[src/itp_pkg.sv]
// shared types, constants and helpers for the isometric tile picker
`timescale 1ns / 1ps

package itp_pkg;

  // mouse map geometry
  localparam int MAP_WIDTH_MAX  = 64;
  localparam int MAP_HEIGHT_MAX = 64;
  localparam int MAP_DEPTH      = MAP_WIDTH_MAX * MAP_HEIGHT_MAX;
  localparam int MAP_AW         = $clog2(MAP_DEPTH);

  // field widths
  localparam int MOUSE_W   = 12;
  localparam int MAP_IDX_W = 6;
  localparam int CODE_W    = 3;
  localparam int TILE_X_W  = 13;
  localparam int TILE_Y_W  = 14;
  localparam int PIXEL_W   = 19;

  // divider
  localparam int DIVIDEND_W     = MOUSE_W;
  localparam int DIVISOR_W      = 7;
  localparam int BITS_PER_STAGE = 2;
  localparam int DIV_STAGES     = DIVIDEND_W / BITS_PER_STAGE;

  // configuration
  localparam int CFG_AW  = 4;
  localparam int CFG_DW  = 32;
  localparam int HALF_W  = 6;

  localparam logic [1:0] REG_TILE_WIDTH  = 2'd0;
  localparam logic [1:0] REG_TILE_HEIGHT = 2'd1;
  localparam logic [1:0] REG_HALF_WIDTH  = 2'd2;
  localparam logic [1:0] REG_HALF_HEIGHT = 2'd3;

  localparam logic [DIVISOR_W-1:0] TILE_WIDTH_RST  = 7'd64;
  localparam logic [DIVISOR_W-1:0] TILE_HEIGHT_RST = 7'd32;
  localparam logic [HALF_W-1:0]    HALF_WIDTH_RST  = 6'd32;
  localparam logic [HALF_W-1:0]    HALF_HEIGHT_RST = 6'd16;

  // item kinds
  localparam logic ACT_LOAD = 1'b0;
  localparam logic ACT_PICK = 1'b1;

  // region codes
  localparam logic [CODE_W-1:0] CODE_NONE      = 3'd0;
  localparam logic [CODE_W-1:0] CODE_UP_LEFT   = 3'd1;
  localparam logic [CODE_W-1:0] CODE_UP        = 3'd2;
  localparam logic [CODE_W-1:0] CODE_DOWN_LEFT = 3'd3;
  localparam logic [CODE_W-1:0] CODE_DOWN      = 3'd4;

  typedef struct packed {
    logic [DIVIDEND_W-1:0] num;
    logic [DIVIDEND_W-1:0] quo;
    logic [DIVISOR_W-1:0]  rem;
  } div_stage_t;

  // item fields that ride beside the dividers
  typedef struct packed {
    logic                 pick;
    logic [MAP_IDX_W-1:0] row;
    logic [MAP_IDX_W-1:0] col;
    logic [CODE_W-1:0]    code;
  } side_t;

  typedef struct packed {
    logic                  valid;
    side_t                 side;
    logic [DIVIDEND_W-1:0] qx;
    logic [DIVIDEND_W-1:0] qy;
    logic [DIVISOR_W-1:0]  ox;
    logic [DIVISOR_W-1:0]  oy;
  } map_req_t;

  typedef struct packed {
    logic                  valid;
    logic                  pick;
    logic [DIVIDEND_W-1:0] qx;
    logic [DIVIDEND_W-1:0] qy;
    logic [CODE_W-1:0]     code;
  } map_rsp_t;

  typedef struct packed {
    logic signed [PIXEL_W-1:0]  pixel_y;
    logic signed [PIXEL_W-1:0]  pixel_x;
    logic signed [TILE_Y_W-1:0] tile_y;
    logic signed [TILE_X_W-1:0] tile_x;
  } result_t;

  // zero reads as one, oversized reads as the map limit
  function automatic logic [DIVISOR_W-1:0] clamp_div(input logic [DIVISOR_W-1:0] v,
                                                     input int lim);
    logic [DIVISOR_W-1:0] r;
    r = v;
    if (v == '0) begin
      r = DIVISOR_W'(1);
    end else if (32'(v) > lim) begin
      r = DIVISOR_W'(lim);
    end
    return r;
  endfunction

endpackage

[src/itp_place.sv]
// tile nudge by region code, then pixel position and the output register
`timescale 1ns / 1ps

module itp_place (
  input  logic                             clk,
  input  logic                             rst,
  input  logic                             en,
  input  itp_pkg::map_rsp_t                rsp,
  input  logic [itp_pkg::DIVISOR_W-1:0]    w_eff,
  input  logic [itp_pkg::HALF_W-1:0]       half_width,
  input  logic [itp_pkg::HALF_W-1:0]       half_height,
  output logic                             out_valid,
  output itp_pkg::result_t                 out_data
);

  localparam int PROD_W = itp_pkg::PIXEL_W + 2;

  logic                                 j_valid;
  logic                                 j_pick;
  logic signed [itp_pkg::TILE_X_W-1:0]  j_tx;
  logic signed [itp_pkg::TILE_Y_W-1:0]  j_ty;
  logic signed [itp_pkg::TILE_X_W-1:0]  tx_next;
  logic signed [itp_pkg::TILE_Y_W-1:0]  ty_next;
  logic signed [itp_pkg::TILE_X_W-1:0]  tx_base;
  logic signed [itp_pkg::TILE_Y_W-1:0]  ty_base;
  logic signed [PROD_W-1:0]             px_full;
  logic signed [PROD_W-1:0]             px_sum;
  logic signed [PROD_W-1:0]             py_full;

  // coarse region: column as is, row doubled
  assign tx_base = $signed({1'b0, rsp.qx});
  assign ty_base = $signed({1'b0, rsp.qy, 1'b0});

  always_comb begin
    tx_next = tx_base;
    ty_next = ty_base;
    case (rsp.code)
      itp_pkg::CODE_UP_LEFT: begin
        tx_next = tx_base - 13'sd1;
        ty_next = ty_base - 14'sd1;
      end
      itp_pkg::CODE_UP: begin
        ty_next = ty_base - 14'sd1;
      end
      itp_pkg::CODE_DOWN_LEFT: begin
        tx_next = tx_base - 13'sd1;
        ty_next = ty_base + 14'sd1;
      end
      itp_pkg::CODE_DOWN: begin
        ty_next = ty_base + 14'sd1;
      end
      default: begin
      end
    endcase
  end

  always_ff @(posedge clk) begin
    if (rst) begin
      j_valid <= 1'b0;
    end else if (en) begin
      j_valid <= rsp.valid;
    end
  end

  always_ff @(posedge clk) begin
    if (en) begin
      j_pick <= rsp.pick;
      j_tx   <= tx_next;
      j_ty   <= ty_next;
    end
  end

  assign px_full = j_tx * $signed({1'b0, w_eff});
  // odd rows, row -1 included, sit half a width to the right
  assign px_sum  = j_ty[0] ? px_full + $signed(PROD_W'(half_width)) : px_full;
  assign py_full = j_ty * $signed({1'b0, half_height});

  always_ff @(posedge clk) begin
    if (rst) begin
      out_valid <= 1'b0;
    end else if (en) begin
      out_valid <= j_valid && (j_pick == itp_pkg::ACT_PICK);
    end
  end

  always_ff @(posedge clk) begin
    if (en) begin
      out_data.tile_x  <= j_tx;
      out_data.tile_y  <= j_ty;
      out_data.pixel_x <= px_sum[itp_pkg::PIXEL_W-1:0];
      out_data.pixel_y <= py_full[itp_pkg::PIXEL_W-1:0];
    end
  end

  a_hold_on_stall: assert property (@(posedge clk) disable iff (rst)
    !en |=> $stable(j_valid) && $stable(out_valid))
    else $error("pipeline moved while stalled");

  a_load_no_result: assert property (@(posedge clk) disable iff (rst)
    en && j_valid && (j_pick == itp_pkg::ACT_LOAD) |=> !out_valid)
    else $error("load item produced a result");

  a_pick_result: assert property (@(posedge clk) disable iff (rst)
    en && j_valid && (j_pick == itp_pkg::ACT_PICK) |=> out_valid)
    else $error("pick item lost its result");

endmodule

[config.mk]
export PLATFORM = sky130hd
export DESIGN_NAME = itp_place
export DESIGN_NICKNAME = d
export VERILOG_FILES = /design/src/itp_pkg.sv /design/src/itp_place.sv
export SDC_FILE = /design/constraint.sdc
export NUM_CORES = 1
export LEC_CHECK = 0
export ABC_CLOCK_PERIOD_IN_PS = 6900
export BUFFER_PORTS_ARGS = -buffer_cell sky130_fd_sc_hd__buf_2
export CAP_MARGIN = 30
export CORE_AREA = 2 2 109 164
export DETAILED_ROUTE_END_ITERATION = 8
export DIE_AREA = 0 0 111 166
export GPL_TIMING_DRIVEN = 1
export PLACE_DENSITY = 0.84
export SLEW_MARGIN = 20
export SYNTH_ARGS = -nofsm -noshare
export SYNTH_HDL_FRONTEND = slang
export SYNTH_SLANG_ARGS = --single-unit
[constraint.sdc]
create_clock -name clk -period 6.9 [get_ports clk]
set_input_delay 0.69 -clock clk [delete_from_list [all_inputs] [get_ports clk]]
set_output_delay 0.69 -clock clk [all_outputs]
set_load 0.1 [all_outputs]
# == After elaboration in Yosys (flattened, before gate mapping) ==
# Cells that the tools add are included.
# totals
ff_bits,95
latchBits,0
mem_bits_rw,0
mem_bits_ro,0
inputBits,51
word_cells,27
mem_count,0
# classes
addsub,4
mul,2
div,0
n_lt_le_gt_ge,0
eq_ne,4
shift,0
muxes,3
bitwise,0
reduce_logical,4
# ops
op,count
$pmux W14 S2,1
$add A19 B7 Y19,1
$mul A13 B8 Y19,1
$mul A14 B7 Y19,1
$mux W19,1
$add A13 B1 Y14 const B,1
$sub A13 B1 Y14 const B,1
$sub A12 B1 Y13 const B,1
$mux W12,1
$eq A3 B2 Y1 const B,2
$reduce_or A2 Y1,3
$eq A3 B1 Y1 const B,1
$eq A3 B3 Y1 const B,1
$logic_and A1 B1 Y1,1

# == Depth between registers and ports, before layout ==
# logic_depth
depth_word,3
depth_mapped,19
mapped_depth_nobuf,18

# == Worst setup path after synthesis ==
# No wires, ideal clock.
# synth_path
path_type,input to register
startpoint,in w_eff[4] (netlist name)
endpoint,reg out_data[44] (netlist name) (data pin)
setup_time_ps,263
arrival_time_ps,5189
slack_ps,1448
path_stages,19
path_buffers,2
cell_sequence,clkbuf_1 -> nand2_1 -> fa_1 -> inv_1 -> fa_1 -> fa_1 -> inv_1 -> fa_1 -> inv_1 -> ha_1 -> buf_6 -> a21oi_1 -> o21ai_2 -> a21oi_4 -> a31oi_4 -> o311ai_4 -> or4b_4 -> nor3_2 -> xnor2_1
# synth_via
elab_chain_cells,3
# synth_lines
element,line_no,rtl
"start, declared",itp_place.sv:9,"input logic [itp_pkg::DIVISOR_W-1:0] w_eff,"
$mul A13 B8 Y19 (*),itp_place.sv:73,"assign px_full = j_tx * $signed({1'b0, w_eff});"
$add A19 B7 Y19,itp_place.sv:75,assign px_sum = j_ty[0] ? px_full + $signed(PROD_W'(half_width)) : px_full;
$mux W19 (*),itp_place.sv:75,
net px_sum[17],itp_place.sv:27,logic signed [PROD_W-1:0] px_sum;
"end, declared",itp_place.sv:13,output itp_pkg::result_t out_data
# Mark *: on every way through the listed nets, which the timed path passes. The rest lies on a longest branch.
# A chain may end at the register's enable or synchronous reset.

# == Final worst setup path ==
# Ends and elaborated chain as after synthesis.

==> impl_metrics.toml <==
[power]
pwr-share-seq_pct = 17.5
p_sw_share_pct = 53.7
clkPwrFrac_pct = 10.1
finalPower_mw = 5.43
power.net_switching_mw = 2.91
internal-power_mw = 2.51
comb_power_share_pct = 72.4
peak_supply_drop_v = 0.000622
static-leakage-power_nw = 5.22
p_per_area_mw_per_mm2 = 481

[placement]
buffer_ports.inserted = 116
gp_congestion = 0.933
dpl.hpwl_mm = 18.1
place_ws_ns = 1.13

[global_routing]
global_route.usage.total_pct = 25.4
first_global_vias = 7785
global_route.overflow_total = 0
grt_first_pass_wirelength_mm = 37.1
maximum_number_of_pins_on_one_net_before_global_route_repair = 52
antenna_violations_before_repair = 0

[routing]
antenna_violating_nets_post_route = 0
route.vias.total = 7149
drc_errors = 0
drt_pass1_iterations = 5
drt_first_iter_violations = 332
routedWlPerCell_um = 17.5
ratio_of_routed_vias_to_standard_cells = 5.56
routed_wirelength_mm = 22.5

[sta]
least_margin_pin_slew_ns = 0.679
fin_max_slew_vios = 0
setup_tns_final_ns = 0
rsz_0062_raised_after_global_routing = "false"
clock_skew_ns = 0.0110
finalSetupViolCount = 0
holdWs_ns = 0.465
setup_slack_ns = 1.48
fmax_mhz = 184
hold_violations = 0
timing.final.crit_share_pct = 78.6
max_slew_margin_pct = 54.8
final.min_clock_period_ns = 5.42

[job]
drv_cap = 0

[yosys]
synth_seq_cells = 95
netlist.area_leader.share_pct = 27.5
syn-num-nets = 1210
netlist_top_cells_area = "edfxtp_1, fa_1, ha_1"
post-synth-top-area-cell = "edfxtp_1"
synth.lib_cells_used.distinct = 69
synthArstFlopShare_pct = 0
synth_seq_area_share_pct = 27.9
ys_warn_count = 0
synth_enable_flop_cells = 93
syn_area_per_cell_sq_um = 10.6
syn-instance-count = 955
synth-main-ff-cell = "edfxtp_1"
mappedNetlistArea_sq_mm = 0.0102

[clock_network]
cts_buffer_count = 9
clk_pin_slew_ns = 0.08
h-tree-depth = 3
cts.hold.buffers_added = 0
ctsResizeCount = 0
clock_latency_ns = 0.35
clock_sinks = 95
post_cts_buffers = 0
ctsRootBufferMaster = "clkbuf_16"
cts_tree = "yes"
clock_tree.buffer_depth = 2

[critical_path]
cell_breakdown_of_the_critical_path = "buf_2, nand2_1, fa_1, inv_1, fa_1, fa_1, inv_1, fa_1, inv_1, ha_1, a21oi_1, o21ai_2, a21oi_4, a31oi_4, o311ai_4, or4b_4, nor3_2, xnor2_1"
worst-path-max-fanout = 13
crit_path_end_kind = "flip-flop"
worst_ep_arrival_time_ns = 5.52
critPathLaunchType = "input port"
crit_type = "in2reg"
critical_path_max_stage_delay_ns = 0.58
critPathRequiredTime_ns = 7.00
critical_path.slowest_cell = "fa_1"
timing.critical_path.mode_cell = "fa_1"

[die]
fp.coreArea_sq_mm = 0.0171
fp.dieH_um = 166
start_util_pct = 59.6
core.rowCount = 59
ioPinCount = 117
design.die.area_sq_mm = 0.0184
die_width_um = 111

[finish]
antenna_cell_count = 0
finalNetCount = 1322
layout-drive-gt1-share_pct = 16.0
area_grow_syn2layout_pct = 11.0
post_route_core_utilization_pct = 66.1

[worst_hold_path]
min_delay_worst_type = "reg2reg"

[status]
status = "completed"
==> through the flow <==
step,cells,instance area [sq um]
3_5_place_dp,1269,10900
2_1_floorplan,955,10200
6_report,1285,11300
3_3_place_gp,1269,10900
5_1_grt,1285,11300
4_1_cts,1285,11300
==> routing by layer <==
metal	global-route usage, %	part of all wire (%)	wire (um)	up-vias
li1	-	-	-	3343
met5	0	0	0	-
met4	15.1	5.8	1310	0
met3	3.47	3.4	764	78
met1	25.3	33	7460	3528
met2	49.3	58	13000	200
==> cell usage after synthesis (all sizes together), types with 2 or more instances <==
| cell | n |
|---|---|
| inv | 160 |
| and2 | 133 |
| fa | 121 |
| edfxtp | 93 |
| ha | 83 |
| nand2 | 67 |
| xnor2 | 53 |
| nor2 | 27 |
| nor3 | 23 |
| a21oi | 22 |
| xor2 | 22 |
| clkbuf | 15 |
| o21ai | 13 |
| nand3 | 11 |
| a211oi | 7 |
| a21o | 7 |
| and3 | 7 |
| nand2b | 6 |
| nor4 | 6 |
| or2 | 6 |
| or3 | 6 |
| nor2b | 5 |
| o21a | 5 |
| o311ai | 5 |
| a2111oi | 4 |
| mux2 | 4 |
| nand4 | 4 |
| o21bai | 4 |
| a211o | 3 |
| a31oi | 3 |
| o311a | 3 |
| or4 | 3 |
| a311oi | 2 |
| dfxtp | 2 |
| mux2i | 2 |
| nand3b | 2 |
| nor3b | 2 |
| o31ai | 2 |
==> power by group through the flow <==
stage          sequential, mW  combinational (mW)  clock (mW)
2_1_floorplan            1.76                2.37           0
3_3_place_gp            0.962                3.85           0
3_5_place_dp            0.963                3.94           0
4_1_cts                 0.951                3.96       0.559
5_1_grt                 0.962                4.28       0.576
6_report                0.949                3.93       0.548
==> cell usage in the layout, fill, tap and decap left out, types with 3 or more instances in the layout <==
master and n:
nand2b_1 6, a211oi_1 6, a21o_1 5, o311a_1 3, clkbuf_16 9, nor2b_1 5
xnor2_1 53, nor3_2 3, edfxtp_1 93, o21bai_1 4, or3_1 6, o21a_1 4
buf_2 115, nor2_1 27, a21oi_1 20, o311ai_0 3, and3_1 7, nor4_1 6
mux2_2 4, nand2_1 65, xor2_1 22, or4_1 3, and2_1 133, nand3_1 11
nand4_1 3, inv_1 158, fa_1 121, ha_1 83, or2_2 6, nor3_1 19
o21ai_0 10
==> worst max-delay path: cells and delay by family <==
kind            cells  cell delay [ns]
buf+inv             4             0.38
fa+ha+maj           5             2.53
xor+xnor            1             0.10
compound gates      5             0.97
simple gates        3             0.85
==> cell type report <==
class	count	area, sq um
inverters	160	601
multi-input cells	684	6660
clock inverters	7	103
fillers	1312	5780
clock buffers	9	225
repair buffers	117	591
well taps	213	267
flip-flops and latches	95	2830
==> flip-flops by register name (all words and copies together) (netlist names) <==
| register | cells |
|---|---|
| j_ty | 14 |
| out_data | 65 |
| j_tx | 13 |
| j_valid | 1 |
| j_pick | 1 |
| out_valid | 1 |
==> path summary, 6_finish.rpt <==
| check | slack, ns | from | cells after the start | to |
|---|---|---|---|---|
| hold / removal | 0.47 | out_valid | 2 | out_valid |
| setup / recovery | 1.48 | w_eff[4] | 18 | out_data[44] |
| setup reg to reg | 1.51 | j_tx[5] | 16 | out_data[42] |
| hold reg to reg | 0.47 | out_valid | 2 | out_valid |
==> cells by family after synthesis <==
family | count (synthesis) | share of synthesized area, %
simple gates | 311 | 17.2
fa+ha+maj | 204 | 34.1
buf+inv | 176 | 6.58
flops | 95 | 27.9
compound gates | 88 | 7.19
xor+xnor | 75 | 6.47
mux | 6 | 0.641
(Power assumes the default switching activity.)
