[src/itp_pkg.sv]
// shared types, constants and helpers for the isometric tile picker
`timescale 1ns / 1ps

package itp_pkg;

  // mouse map geometry
  localparam int MAP_WIDTH_MAX  = 64;
  localparam int MAP_HEIGHT_MAX = 64;
  localparam int MAP_DEPTH      = MAP_WIDTH_MAX * MAP_HEIGHT_MAX;
  localparam int MAP_AW         = $clog2(MAP_DEPTH);

  // field widths
  localparam int MOUSE_W   = 12;
  localparam int MAP_IDX_W = 6;
  localparam int CODE_W    = 3;
  localparam int TILE_X_W  = 13;
  localparam int TILE_Y_W  = 14;
  localparam int PIXEL_W   = 19;

  // divider
  localparam int DIVIDEND_W     = MOUSE_W;
  localparam int DIVISOR_W      = 7;
  localparam int BITS_PER_STAGE = 2;
  localparam int DIV_STAGES     = DIVIDEND_W / BITS_PER_STAGE;

  // configuration
  localparam int CFG_AW  = 4;
  localparam int CFG_DW  = 32;
  localparam int HALF_W  = 6;

  localparam logic [1:0] REG_TILE_WIDTH  = 2'd0;
  localparam logic [1:0] REG_TILE_HEIGHT = 2'd1;
  localparam logic [1:0] REG_HALF_WIDTH  = 2'd2;
  localparam logic [1:0] REG_HALF_HEIGHT = 2'd3;

  localparam logic [DIVISOR_W-1:0] TILE_WIDTH_RST  = 7'd64;
  localparam logic [DIVISOR_W-1:0] TILE_HEIGHT_RST = 7'd32;
  localparam logic [HALF_W-1:0]    HALF_WIDTH_RST  = 6'd32;
  localparam logic [HALF_W-1:0]    HALF_HEIGHT_RST = 6'd16;

  // item kinds
  localparam logic ACT_LOAD = 1'b0;
  localparam logic ACT_PICK = 1'b1;

  // region codes
  localparam logic [CODE_W-1:0] CODE_NONE      = 3'd0;
  localparam logic [CODE_W-1:0] CODE_UP_LEFT   = 3'd1;
  localparam logic [CODE_W-1:0] CODE_UP        = 3'd2;
  localparam logic [CODE_W-1:0] CODE_DOWN_LEFT = 3'd3;
  localparam logic [CODE_W-1:0] CODE_DOWN      = 3'd4;

  typedef struct packed {
    logic [DIVIDEND_W-1:0] num;
    logic [DIVIDEND_W-1:0] quo;
    logic [DIVISOR_W-1:0]  rem;
  } div_stage_t;

  // item fields that ride beside the dividers
  typedef struct packed {
    logic                 pick;
    logic [MAP_IDX_W-1:0] row;
    logic [MAP_IDX_W-1:0] col;
    logic [CODE_W-1:0]    code;
  } side_t;

  typedef struct packed {
    logic                  valid;
    side_t                 side;
    logic [DIVIDEND_W-1:0] qx;
    logic [DIVIDEND_W-1:0] qy;
    logic [DIVISOR_W-1:0]  ox;
    logic [DIVISOR_W-1:0]  oy;
  } map_req_t;

  typedef struct packed {
    logic                  valid;
    logic                  pick;
    logic [DIVIDEND_W-1:0] qx;
    logic [DIVIDEND_W-1:0] qy;
    logic [CODE_W-1:0]     code;
  } map_rsp_t;

  typedef struct packed {
    logic signed [PIXEL_W-1:0]  pixel_y;
    logic signed [PIXEL_W-1:0]  pixel_x;
    logic signed [TILE_Y_W-1:0] tile_y;
    logic signed [TILE_X_W-1:0] tile_x;
  } result_t;

  // zero reads as one, oversized reads as the map limit
  function automatic logic [DIVISOR_W-1:0] clamp_div(input logic [DIVISOR_W-1:0] v,
                                                     input int lim);
    logic [DIVISOR_W-1:0] r;
    r = v;
    if (v == '0) begin
      r = DIVISOR_W'(1);
    end else if (32'(v) > lim) begin
      r = DIVISOR_W'(lim);
    end
    return r;
  endfunction

endpackage

[src/itp_divider.sv]
// pipelined restoring divider, a fixed number of quotient bits per stage
`timescale 1ns / 1ps

module itp_divider (
  input  logic                             clk,
  input  logic                             en,
  input  logic [itp_pkg::DIVIDEND_W-1:0]   dividend,
  input  logic [itp_pkg::DIVISOR_W-1:0]    divisor,
  output logic [itp_pkg::DIVIDEND_W-1:0]   quotient,
  output logic [itp_pkg::DIVISOR_W-1:0]    remainder
);

  function automatic itp_pkg::div_stage_t div_step(input itp_pkg::div_stage_t s,
                                                   input logic [itp_pkg::DIVISOR_W-1:0] d);
    itp_pkg::div_stage_t r;
    logic [itp_pkg::DIVISOR_W:0] t;
    r = s;
    for (int k = 0; k < itp_pkg::BITS_PER_STAGE; k++) begin
      t = {r.rem, r.num[itp_pkg::DIVIDEND_W-1]};
      r.num = {r.num[itp_pkg::DIVIDEND_W-2:0], 1'b0};
      if (t >= {1'b0, d}) begin
        r.rem = itp_pkg::DIVISOR_W'(t - {1'b0, d});
        r.quo = {r.quo[itp_pkg::DIVIDEND_W-2:0], 1'b1};
      end else begin
        r.rem = t[itp_pkg::DIVISOR_W-1:0];
        r.quo = {r.quo[itp_pkg::DIVIDEND_W-2:0], 1'b0};
      end
    end
    return r;
  endfunction

  itp_pkg::div_stage_t seed;
  itp_pkg::div_stage_t stg [itp_pkg::DIV_STAGES];

  assign seed = '{num: dividend, quo: '0, rem: '0};

  for (genvar i = 0; i < itp_pkg::DIV_STAGES; i++) begin : g_stage
    if (i == 0) begin : g_first
      always_ff @(posedge clk) begin
        if (en) begin
          stg[0] <= div_step(seed, divisor);
        end
      end
    end else begin : g_rest
      always_ff @(posedge clk) begin
        if (en) begin
          stg[i] <= div_step(stg[i-1], divisor);
        end
      end
    end
  end

  assign quotient  = stg[itp_pkg::DIV_STAGES-1].quo;
  assign remainder = stg[itp_pkg::DIV_STAGES-1].rem;

endmodule

[config.mk]
export PLATFORM = sky130hd
export DESIGN_NAME = itp_divider
export DESIGN_NICKNAME = d
export VERILOG_FILES = /design/src/itp_pkg.sv /design/src/itp_divider.sv
export SDC_FILE = /design/constraint.sdc
export NUM_CORES = 1
export LEC_CHECK = 0
export ABC_AREA = 1
export ABC_CLOCK_PERIOD_IN_PS = 9250
export BUFFER_PORTS_ARGS = -buffer_cell sky130_fd_sc_hd__buf_4
export CAP_MARGIN = 20
export CORE_MARGIN = 2
export CORE_UTILIZATION = 30
export CTS_CLUSTER_DIAMETER = 150
export CTS_CLUSTER_SIZE = 30
export DETAILED_ROUTE_END_ITERATION = 16
export PLACE_DENSITY = 0.46
export SYNTH_ARGS = -nofsm -noshare
export SYNTH_HDL_FRONTEND = slang
export SYNTH_SLANG_ARGS = --single-unit
[constraint.sdc]
create_clock -name clk -period 9.25 [get_ports clk]
set_input_delay 0.925 -clock clk [delete_from_list [all_inputs] [get_ports clk]]
set_output_delay 0.925 -clock clk [all_outputs]
set_load 0.01 [all_outputs]
* After elaboration in Yosys (flattened, before gate mapping) *
Memory sizes are Yosys's and may differ from the RTL's.
Cells that the tools add are included.

storage, ports and cells
  output and inout port bits = 19
  word-level logic and storage cells = 51
  RAM bits = 174
  input bits = 21
  memories = 1
  bits in registers = 0

memories
  name  words  bits a word  read ports  clocked after memory_dff  wr ports  RTL line           text
  stg   6      29           6           0                         6         itp_divider.sv:33  itp_pkg::div_stage_t stg [itp_pkg::DIV_STAGES];

operators by class
  muxes and demuxes = 26
  add/sub/neg operators = 12
  $lt $le $gt $ge = 12

operators with widths
  operator       count
  $mux W19       6
  $mux W18       6
  $mux W8        12
  $ge A8 B7 Y1   11
  $sub A7 B7 Y7  11
  $ge A1 B7 Y1   1
  $sub A1 B7 Y7  1
  $mux W1        2

* Depth between registers and ports, before layout *
Gate-level depths: netlist (run 1).
An unclocked memory read counts as a cell.

  depth in word-level cells = 7
  depth in mapped cells = 23

* Worst setup path after synthesis (run 1) *
No wires, ideal clock.

  kind = input to register
  start point = input divisor[1] (netlist name)
  end point = memory stg[4][6] (netlist name) (data pin)
  buffers on the path = 0
  stages = 21
  slack = 5.493 ns
  required time = 8.998 ns
  arrival = 3.505 ns
  path through = inv_1 > fa_1 > nand2_1 > nand3_1 > nand2_1 > nand2_1 > nand2_1 > nand2_2 > nand2_1 > nand2_1 > ha_1 > a21oi_1 > o21ai_2 > nand2_1 > nand2_1 > nand2_1 > nand2_1 > inv_2 > nand2_2 > nand2_1 > nand2_1

RTL lines
  item                RTL line           text
  start: declaration  itp_divider.sv:8   input logic [itp_pkg::DIVISOR_W-1:0] divisor,
  end: declaration    itp_divider.sv:33

==> results of run 1 <==
-- power by group --
part | switching (W) | total, W | internal, W
Combinational | 0.00114 | 0.00184 | 0.000704
Clock | 0.000225 | 0.000634 | 0.000409
Sequential | 0.0000645 | 0.000860 | 0.000795
Total | 0.00143 | 0.00334 | 0.00191
-- synth_stat cells, types with 2 or more instances --
cell type,number,area share
a31oi_1,3,0.0023
nor3_1,6,0.0037
xor2_1,27,0.029
fa_1,11,0.027
o21ai_1,3,0.0019
nand3b_1,9,0.0084
a21o_1,8,0.0075
a21boi_4,2,0.0047
nand3_2,5,0.0062
nand2_1,281,0.13
o21a_1,2,0.0019
o21ai_0,3,0.0019
xnor2_1,12,0.013
o21ai_2,2,0.0022
edfxtp_1,114,0.43
nand4_1,28,0.022
a21oi_1,37,0.023
or2_1,2,0.0016
inv_1,132,0.062
or2_2,3,0.0023
nor2_1,41,0.019
nand3_1,86,0.053
nor2_4,2,0.0028
inv_2,2,0.00093
nand2_2,14,0.011
ha_1,79,0.12
a21oi_2,4,0.0043
nor2_2,2,0.0016
o211ai_1,3,0.0028
-- layout make-up --
class	instances	area share
clock buffer	17	0.0457
clock inverter	9	0.0129
inverter	134	0.0540
multi-input combinational	677	0.442
sequential	114	0.368
tap	335	0.0450
timing repair buffer	41	0.0331
-- per-layer routing --
layer	share of wire	vias to the layer above	GRT usage
met2	0.47	86	0.236
li1	-	3225	-
met3	0.029	19	0.0280
met5	0	-	0
met1	0.48	2834	0.178
met4	0.015	0	0.0416
-- cell usage in the layout, fill, tap and decap left out, types with 8 or more instances in the layout --
cell type  Yosys  routed
a21o_1         8       8
a21oi_1       37      37
buf_4          0      41
clkbuf_16      0      17
edfxtp_1     114     114
fa_1          11      11
ha_1          79      79
inv_1        132     132
nand2_1      281     281
nand2_2       14      14
nand3_1       86      86
nand3b_1       9       9
nand4_1       28      28
nor2_1        41      41
xnor2_1       12      12
xor2_1        27      27
-- per-stage QoR --
step	total power (W)	setup WS, ns	instances
floorplan	0.00231	5.49	927
CTS	0.00337	5.09	1327
global route	0.00368	4.78	1327
finish	0.00334	5.14	1327
global placement	0.00272	4.71	1301
detailed placement	0.00272	4.65	1301
-- cell families after synthesis --
logic type / count (synthesis) / share of synthesized area
AO/OA/AOI/OAI: 68 / 0.0533
XOR/XNOR: 39 / 0.0424
adder cells (fa/ha/maj): 90 / 0.150
buffers and inverters: 136 / 0.0645
flip-flops: 114 / 0.425
AND/OR/NAND/NOR: 480 / 0.265
-- critical path: stages --
cell and delay [ns]:
buf_4 0.13, inv_1 0.66, ha_1 0.39, inv_1 0.10, nor2_1 0.04, a21oi_1 0.21, nand2_2 0.21, o21ai_1 0.28
inv_1 0.09, fa_1 0.44, o21ai_1 0.25, nand2_1 0.10, nand2_1 0.07, nand2_1 0.07, nand2_1 0.11, nor2_4 0.07
nand2_1 0.08, nand2_1 0.05
-- final timing paths --
kind	endpoint	cells past startpoint	slack, ns
setup / recovery	stg[2][6]	18	5.14
hold / removal	stg[4][16]	0	0.42
setup reg to reg	stg[4][1]	23	5.79
hold reg to reg	stg[4][16]	0	0.42
==> flow_metrics.env, run 1 <==
export IMPL_drcViolationCount=0
export IMPL_dp_hpwl_um=13400
export IMPL_antenna_found_initial=0
export IMPL_clock_sinks=114
export IMPL_ys_warn_count=0
export IMPL_antennaDiodeCount=0
export IMPL_end_kind="register"
export IMPL_die_w_um=168
export IMPL_fillerInstances=2682
export IMPL_track_usage=0.138
export IMPL_port_buffers=39
export IMPL_grt_pass1_wl_um=30800
export IMPL_place_congestion=0.849
export IMPL_post_cts_buffers=0
export IMPL_fin_setup_tns_ns=0
export IMPL_synth_cell_area_mm2=0.00805
export IMPL_p_leak_nw=4.55
export IMPL_grt_pass1_vias=6028
export IMPL_synthFlopType="edfxtp_1"
export IMPL_ios=40
export IMPL_start_util=0.307
export IMPL_crit_fanout=13
export IMPL_placed_cell_area_mm2=0.00876
export IMPL_crit_required_ns=9.43
export IMPL_fp_coreArea_mm2=0.0262
export IMPL_grt_max_degree=69
export IMPL_peakVddDrop_v=0.000114
export IMPL_finalMaxSlewViolations=0
export IMPL_numCtsBuffers=17
export IMPL_async_flop_share=0
export IMPL_hold_start="stg[3][14]"
export IMPL_first_pass_iters=4
export IMPL_tightest_slew_ns=0.913
export IMPL_fin_area_mm2=0.00931
export IMPL_area_growth_pct=15.6
export IMPL_hold_buffers=0
export IMPL_synthCells=927
export IMPL_avgSynthCellArea_um2=8.69
export IMPL_overflow=0
export IMPL_rows=59
export IMPL_vias=6164
export IMPL_wirelength_um=18400
export IMPL_wire_per_inst_um=13.9
export IMPL_die_area_mm2=0.0282
export IMPL_via_per_inst=4.65
export IMPL_drt_iter0_drc=360
export IMPL_setup_worst_path_start="divisor[6]"
export IMPL_finalCriticalPeriod_ns=4.11
export IMPL_status="complete, no violations"
export IMPL_skew_ns=0.00685
export IMPL_regArea_mm2=0.00342
export IMPL_die_height_um=168
export IMPL_fin_hold_ws_ns=0.416
export IMPL_crit_type="in -> reg"
export IMPL_multi_input_area_mm2=0.00411
export IMPL_cts_tree="done"
export IMPL_synth_seq_area_share=0.425
export IMPL_setup_viol=0
export IMPL_top_regs="stg (114)"
export IMPL_ys_ff_latch=114
export IMPL_top_register="stg"
export IMPL_cap_violations=0
export IMPL_reg2reg_from="stg[3][28]"
export IMPL_start_kind="input pin"
export IMPL_cts_clk_slew_worst_paths_ns=0.05
export IMPL_power_density_mw_per_mm2=358
export IMPL_drive_gt1_frac=0.103
export IMPL_postCtsResizedCells=0
export IMPL_root_buffer="clkbuf_16"
export IMPL_antenna_left=0
export IMPL_hp_class="reg -> reg"
export IMPL_fmax_mhz=243
export IMPL_slew_headroom=0.390
export IMPL_finalCritPeriodShare=0.444
export IMPL_synth_edf_count=114
export IMPL_synth_cell_type_count=33
export IMPL_largest_reg_flops=114
export IMPL_worst_endpoint_arrival_ns=4.29
export IMPL_clk_latency_ns=0.42
export IMPL_h_tree_depth=4
export IMPL_rsz0062_at_grt="no"
export IMPL_synthesis_nets=1038
export IMPL_post_route_util=0.355
export IMPL_nets=1096
export IMPL_cts_path_max_buffers=2
export IMPL_hold_viol=0
Note: power is estimated with default switching activity, not from simulation.
==> run 2, diff against run 1 <==
--- a/config.mk
+++ b/config.mk
@@ -6,7 +6,7 @@
 export NUM_CORES = 1
 export LEC_CHECK = 0
 export ABC_AREA = 1
-export ABC_CLOCK_PERIOD_IN_PS = 9250
+export ABC_CLOCK_PERIOD_IN_PS = 4090
 export BUFFER_PORTS_ARGS = -buffer_cell sky130_fd_sc_hd__buf_4
 export CAP_MARGIN = 20
 export CORE_MARGIN = 2
==> constraint.sdc (replaced) <==
create_clock -name clk -period 4.09 [get_ports clk]
set_input_delay 0.409 -clock clk [delete_from_list [all_inputs] [get_ports clk]]
set_output_delay 0.409 -clock clk [all_outputs]
set_load 0.01 [all_outputs]
==> flow_metrics.env, run 2 (synthesized netlist as in run 1, its figures left out) <==
export IMPL_slew_headroom=0.486
export IMPL_postCtsResizedCells=0
export IMPL_post_route_util=0.359
export IMPL_peakVddDrop_v=0.000273
export IMPL_skew_ns=0.00698
export IMPL_final_common_cell="nand2_1"
export IMPL_rows=59
export IMPL_finalCritPeriodShare=0.866
export IMPL_end_kind="register"
export IMPL_wirelength_um=18300
export IMPL_hold_start="dividend[6]"
export IMPL_cap_violations=0
export IMPL_grt_util_met2=0.239
export IMPL_nets=1113
export IMPL_start_kind="register"
export IMPL_h_tree_depth=4
export IMPL_min_delay_path_depth=1
export IMPL_die_w_um=168
export IMPL_via_per_inst=4.59
export IMPL_clock_sinks=114
export IMPL_track_usage=0.139
export IMPL_tightest_slew_ns=0.771
export IMPL_drcViolationCount=0
export IMPL_crit_path_max_incr_delay_ns=0.43
export IMPL_cts_path_max_buffers=2
export IMPL_antennaDiodeCount=0
export IMPL_antenna_left=0
export IMPL_worst_endpoint_arrival_ns=3.70
export IMPL_rsz0062_at_grt="no"
export IMPL_grt_use_met3=0.0280
export IMPL_numCtsBuffers=17
export IMPL_fin_hold_ws_ns=0.170
export IMPL_busiest_layer="met2"
export IMPL_post_cts_buffers=0
export IMPL_area_growth_pct=16.8
export IMPL_critPathMostFrequentCell="nand2_1"
export IMPL_cts_clk_slew_worst_paths_ns=0.05
export IMPL_cp_slowest_cell="fa_1"
export IMPL_largest_reg_flops=114
export IMPL_grt_pass1_vias=6204
export IMPL_power_density_mw_per_mm2=791
export IMPL_wire_per_inst_um=13.6
export IMPL_antenna_found_initial=0
export IMPL_fmax_mhz=282
export IMPL_ios=40
export IMPL_drive_gt1_frac=0.117
export IMPL_die_area_mm2=0.0282
export IMPL_hold_viol=0
export IMPL_setup_viol=0
export IMPL_fin_setup_tns_ns=0
export IMPL_reg2reg_from="stg[1][28]"
export IMPL_finalMaxSlewViolations=0
export IMPL_overflow=0
export IMPL_finalCriticalPeriod_ns=3.54
export IMPL_setup_worst_path_start="stg[1][28]"
export IMPL_dp_hpwl_um=13900
export IMPL_crit_fanout=12
export IMPL_crit_type="reg -> reg"
export IMPL_reg2regPathDepth=21
export IMPL_crit_required_ns=4.25
export IMPL_die_height_um=168
export IMPL_fillerInstances=2667
export IMPL_hold_buffers=0
export IMPL_start_util=0.307
export IMPL_grtUsageMet1=0.177
export IMPL_p_leak_nw=4.61
export IMPL_cts_tree="done"
export IMPL_top_register="stg"
export IMPL_hp_class="in -> reg"
export IMPL_root_buffer="clkbuf_16"
export IMPL_status="complete, no violations"
export IMPL_path_cells="inv_1, ha_1, inv_1, fa_1, nand2_1, nand2_1, nand2_2, nand2_2, nand2_2, nand2_2, o21ai_1, inv_1, fa_1, o21ai_1, nand2_1, nand2_1, nand2_1, nand2_1, nor2_4, nand2_1, nand2_1"
export IMPL_grt_pass1_wl_um=30800
export IMPL_place_congestion=0.839
export IMPL_fp_coreArea_mm2=0.0262
export IMPL_top_regs="stg (114)"
export IMPL_port_buffers=39
export IMPL_grt_max_degree=59
export IMPL_vias=6172
export IMPL_drt_iter0_drc=354
export IMPL_first_pass_iters=7
export IMPL_layout_common_cells="nand2_1 (281), inv_1 (132), edfxtp_1 (114)"
export IMPL_clk_latency_ns=0.41
[run 2: through the flow]
| step | instances | instance area [um^2] | worst slack [ns] | power [W] |
|---|---|---|---|---|
| 2_1_floorplan | 927 | 8050 | 0.849 | 0.00521 |
| 3_3_place_gp | 1318 | 8900 | 0.265 | 0.00616 |
| 3_5_place_dp | 1318 | 8900 | 0.261 | 0.00616 |
| 4_1_cts | 1346 | 9410 | 0.491 | 0.00752 |
| 5_1_grt | 1346 | 9410 | 0.0865 | 0.00827 |
| 6_report | 1346 | 9410 | 0.548 | 0.00744 |
[run 2: cell type report]
type	instances	area, um^2	area share
multi-input combinational	677	4110	0.437
tap	335	419	0.0445
clock inverter	8	67.6	0.00718
timing repair buffer	58	448	0.0476
clock buffer	20	437	0.0464
inverter	134	503	0.0535
sequential	114	3420	0.364
[run 2: critical path: cells and delay by family, from the launching register on]
family / cells / cell delay (ns)
fa+ha+maj: 3 / 0.97
flops: 1 / 0.35
compound gates: 2 / 0.54
buf+inv: 3 / 0.27
simple gates: 13 / 1.16
[run 2: worst paths after layout]
| check | end | slack [ns] |
|---|---|---|
| max | stg[2][3] | 0.55 |
| min | stg[0][25] | 0.17 |
| max reg2reg | stg[2][3] | 0.55 |
| min reg2reg | stg[1][21] | 0.41 |
[run 2: power breakdown]
part           leakage [nW]  switching (W)  internal [W]
Combinational          3.26        0.00255       0.00162
Clock                 0.242       0.000516      0.000812
Sequential             1.11       0.000141       0.00180
Total                  4.61        0.00321       0.00423
[run 2: metal layers]
metal	wire length, um	vias up
li1	-	3260
met1	8640	2799
met2	8970	98
met3	501	15
met4	230	0
met5	0	-
==> run 3, diff against run 2 <==
--- a/config.mk
+++ b/config.mk
@@ -15,6 +15,7 @@
 export CTS_CLUSTER_SIZE = 30
 export DETAILED_ROUTE_END_ITERATION = 16
 export PLACE_DENSITY = 0.46
+export REMOVE_ABC_BUFFERS = 1
 export SYNTH_ARGS = -nofsm -noshare
 export SYNTH_HDL_FRONTEND = slang
 export SYNTH_SLANG_ARGS = --single-unit
==> flow_metrics.env, run 3 (synthesized netlist as in run 1, its figures left out) <==
export IMPL_die_w_um=168
export IMPL_antenna_found_initial=0
export IMPL_final_common_cell="nand2_1"
export IMPL_die_height_um=168
export IMPL_via_per_inst=4.54
export IMPL_hold_buffers=0
export IMPL_fmax_mhz=288
export IMPL_grt_max_degree=67
export IMPL_status="complete, no violations"
export IMPL_p_sw_frac=0.428
export IMPL_start_kind="register"
export IMPL_reg2regPathDepth=21
export IMPL_first_pass_iters=4
export IMPL_dp_hpwl_um=14000
export IMPL_hold_viol=0
export IMPL_finalMaxSlewViolations=0
export IMPL_rows=59
export IMPL_postCtsResizedCells=0
export IMPL_root_buffer="clkbuf_16"
export IMPL_drcViolationCount=0
export IMPL_clk_latency_ns=0.42
export IMPL_p_leak_nw=4.66
export IMPL_dp_cells=1320
export IMPL_drt_iter0_drc=296
export IMPL_power_density_mw_per_mm2=800
export IMPL_crit_type="reg -> reg"
export IMPL_slew_headroom=0.429
export IMPL_top_regs="stg (114)"
export IMPL_place_congestion=0.819
export IMPL_post_cts_buffers=0
export IMPL_overflow=0
export IMPL_drive_gt1_frac=0.122
export IMPL_antennaDiodeCount=0
export IMPL_clkPwrFrac=0.195
export IMPL_cts_tree="done"
export IMPL_start_util=0.307
export IMPL_intPower_w=0.00435
export IMPL_p_sw_w=0.00325
export IMPL_setup_viol=0
export IMPL_power_frac_comb=0.549
export IMPL_crit_fanout=8
export IMPL_hp_class="in -> reg"
export IMPL_tightest_slew_ns=0.857
export IMPL_pwr_share_seq=0.256
export IMPL_ios=40
export IMPL_cts_path_max_buffers=2
export IMPL_min_delay_path_depth=1
export IMPL_finalCritPeriodShare=0.850
export IMPL_grt_pass1_wl_um=31000
export IMPL_crit_required_ns=4.26
export IMPL_die_area_mm2=0.0282
export IMPL_track_usage=0.140
export IMPL_grt_pass1_vias=6264
export IMPL_peakVddDrop_v=0.000272
export IMPL_wire_per_inst_um=13.7
export IMPL_area_growth_pct=18.0
export IMPL_cts_clk_slew_worst_paths_ns=0.06
export IMPL_numCtsBuffers=17
export IMPL_final_cells=1350
export IMPL_fin_setup_tns_ns=0
export IMPL_finalCriticalPeriod_ns=3.48
export IMPL_port_buffers=39
export IMPL_worst_endpoint_arrival_ns=3.64
export IMPL_h_tree_depth=4
export IMPL_fp_coreArea_mm2=0.0262
export IMPL_rsz0062_at_grt="no"
export IMPL_largest_reg_flops=114
export IMPL_end_kind="register"
export IMPL_nets=1115
export IMPL_layout_common_cells="nand2_1 (281), inv_1 (132), edfxtp_1 (114)"
export IMPL_wirelength_um=18500
export IMPL_clock_sinks=114
export IMPL_cap_violations=0
export IMPL_post_route_util=0.363
export IMPL_antenna_left=0
export IMPL_skew_ns=0.0125
export IMPL_vias=6129
export IMPL_top_register="stg"
## run 3: layout make-up
cell class | count | area, um^2
Fill cell | 2664 | 16700
Multi-Input combinational cell | 677 | 4110
Sequential cell | 114 | 3420
Inverter | 134 | 503
Timing Repair Buffer | 60 | 475
Clock buffer | 17 | 425
Tap cell | 335 | 419
Clock inverter | 13 | 145
## run 3: worst max-delay path: stages, from the launching register on
cell and delay (ns):
edfxtp_1 0.41, inv_1 0.08, ha_1 0.13, inv_1 0.07, fa_1 0.38, nand2_1 0.10, nand2_1 0.08, nand2_1 0.09
nand2_1 0.07, nand2_2 0.14, nand2_2 0.14, nand3_1 0.11, nand2_1 0.08, ha_1 0.36, a21oi_1 0.21, nand3_1 0.13
nand3_1 0.08, nand2_1 0.10, inv_1 0.10, nand3_2 0.16, nand2_1 0.14, nand2_1 0.06
## run 3: power groups by stage
stage	logic [W]	registers (W)	clock network (W)
3_5_place_dp	0.00419	0.00197	0
2_1_floorplan	0.00326	0.00194	0
4_1_cts	0.00421	0.00195	0.00153
6_report	0.00418	0.00195	0.00148
5_1_grt	0.00489	0.00198	0.00157
3_3_place_gp	0.00421	0.00197	0
## run 3: worst paths after layout
path | start | endpoint | slack [ns]
setup reg to reg | stg[4][28] | stg[5][0] | 0.61
hold / removal | dividend[8] | stg[0][27] | 0.16
setup / recovery | stg[4][28] | stg[5][0] | 0.61
hold reg to reg | stg[4][8] | stg[5][10] | 0.42
## run 3: metal layers
| layer | up-vias | track usage | part of all wire |
|---|---|---|---|
| met4 | 0 | 0.0488 | 0.021 |
| met2 | 98 | 0.241 | 0.47 |
| met3 | 26 | 0.0280 | 0.028 |
| li1 | 3269 | - | - |
| met5 | - | 0 | 0 |
| met1 | 2736 | 0.175 | 0.48 |
## run 3: through the flow
step / setup WS (ns) / cell area, um^2 / power [W] / hold WS [ns]
floorplan: 0.785 / 8040 / 0.00520 / 0.400
global placement: 0.229 / 8930 / 0.00618 / 0.401
detailed placement: 0.251 / 8930 / 0.00617 / 0.405
CTS: 0.599 / 9500 / 0.00769 / 0.141
global route: 0.184 / 9500 / 0.00843 / 0.143
finish: 0.615 / 9500 / 0.00760 / 0.161
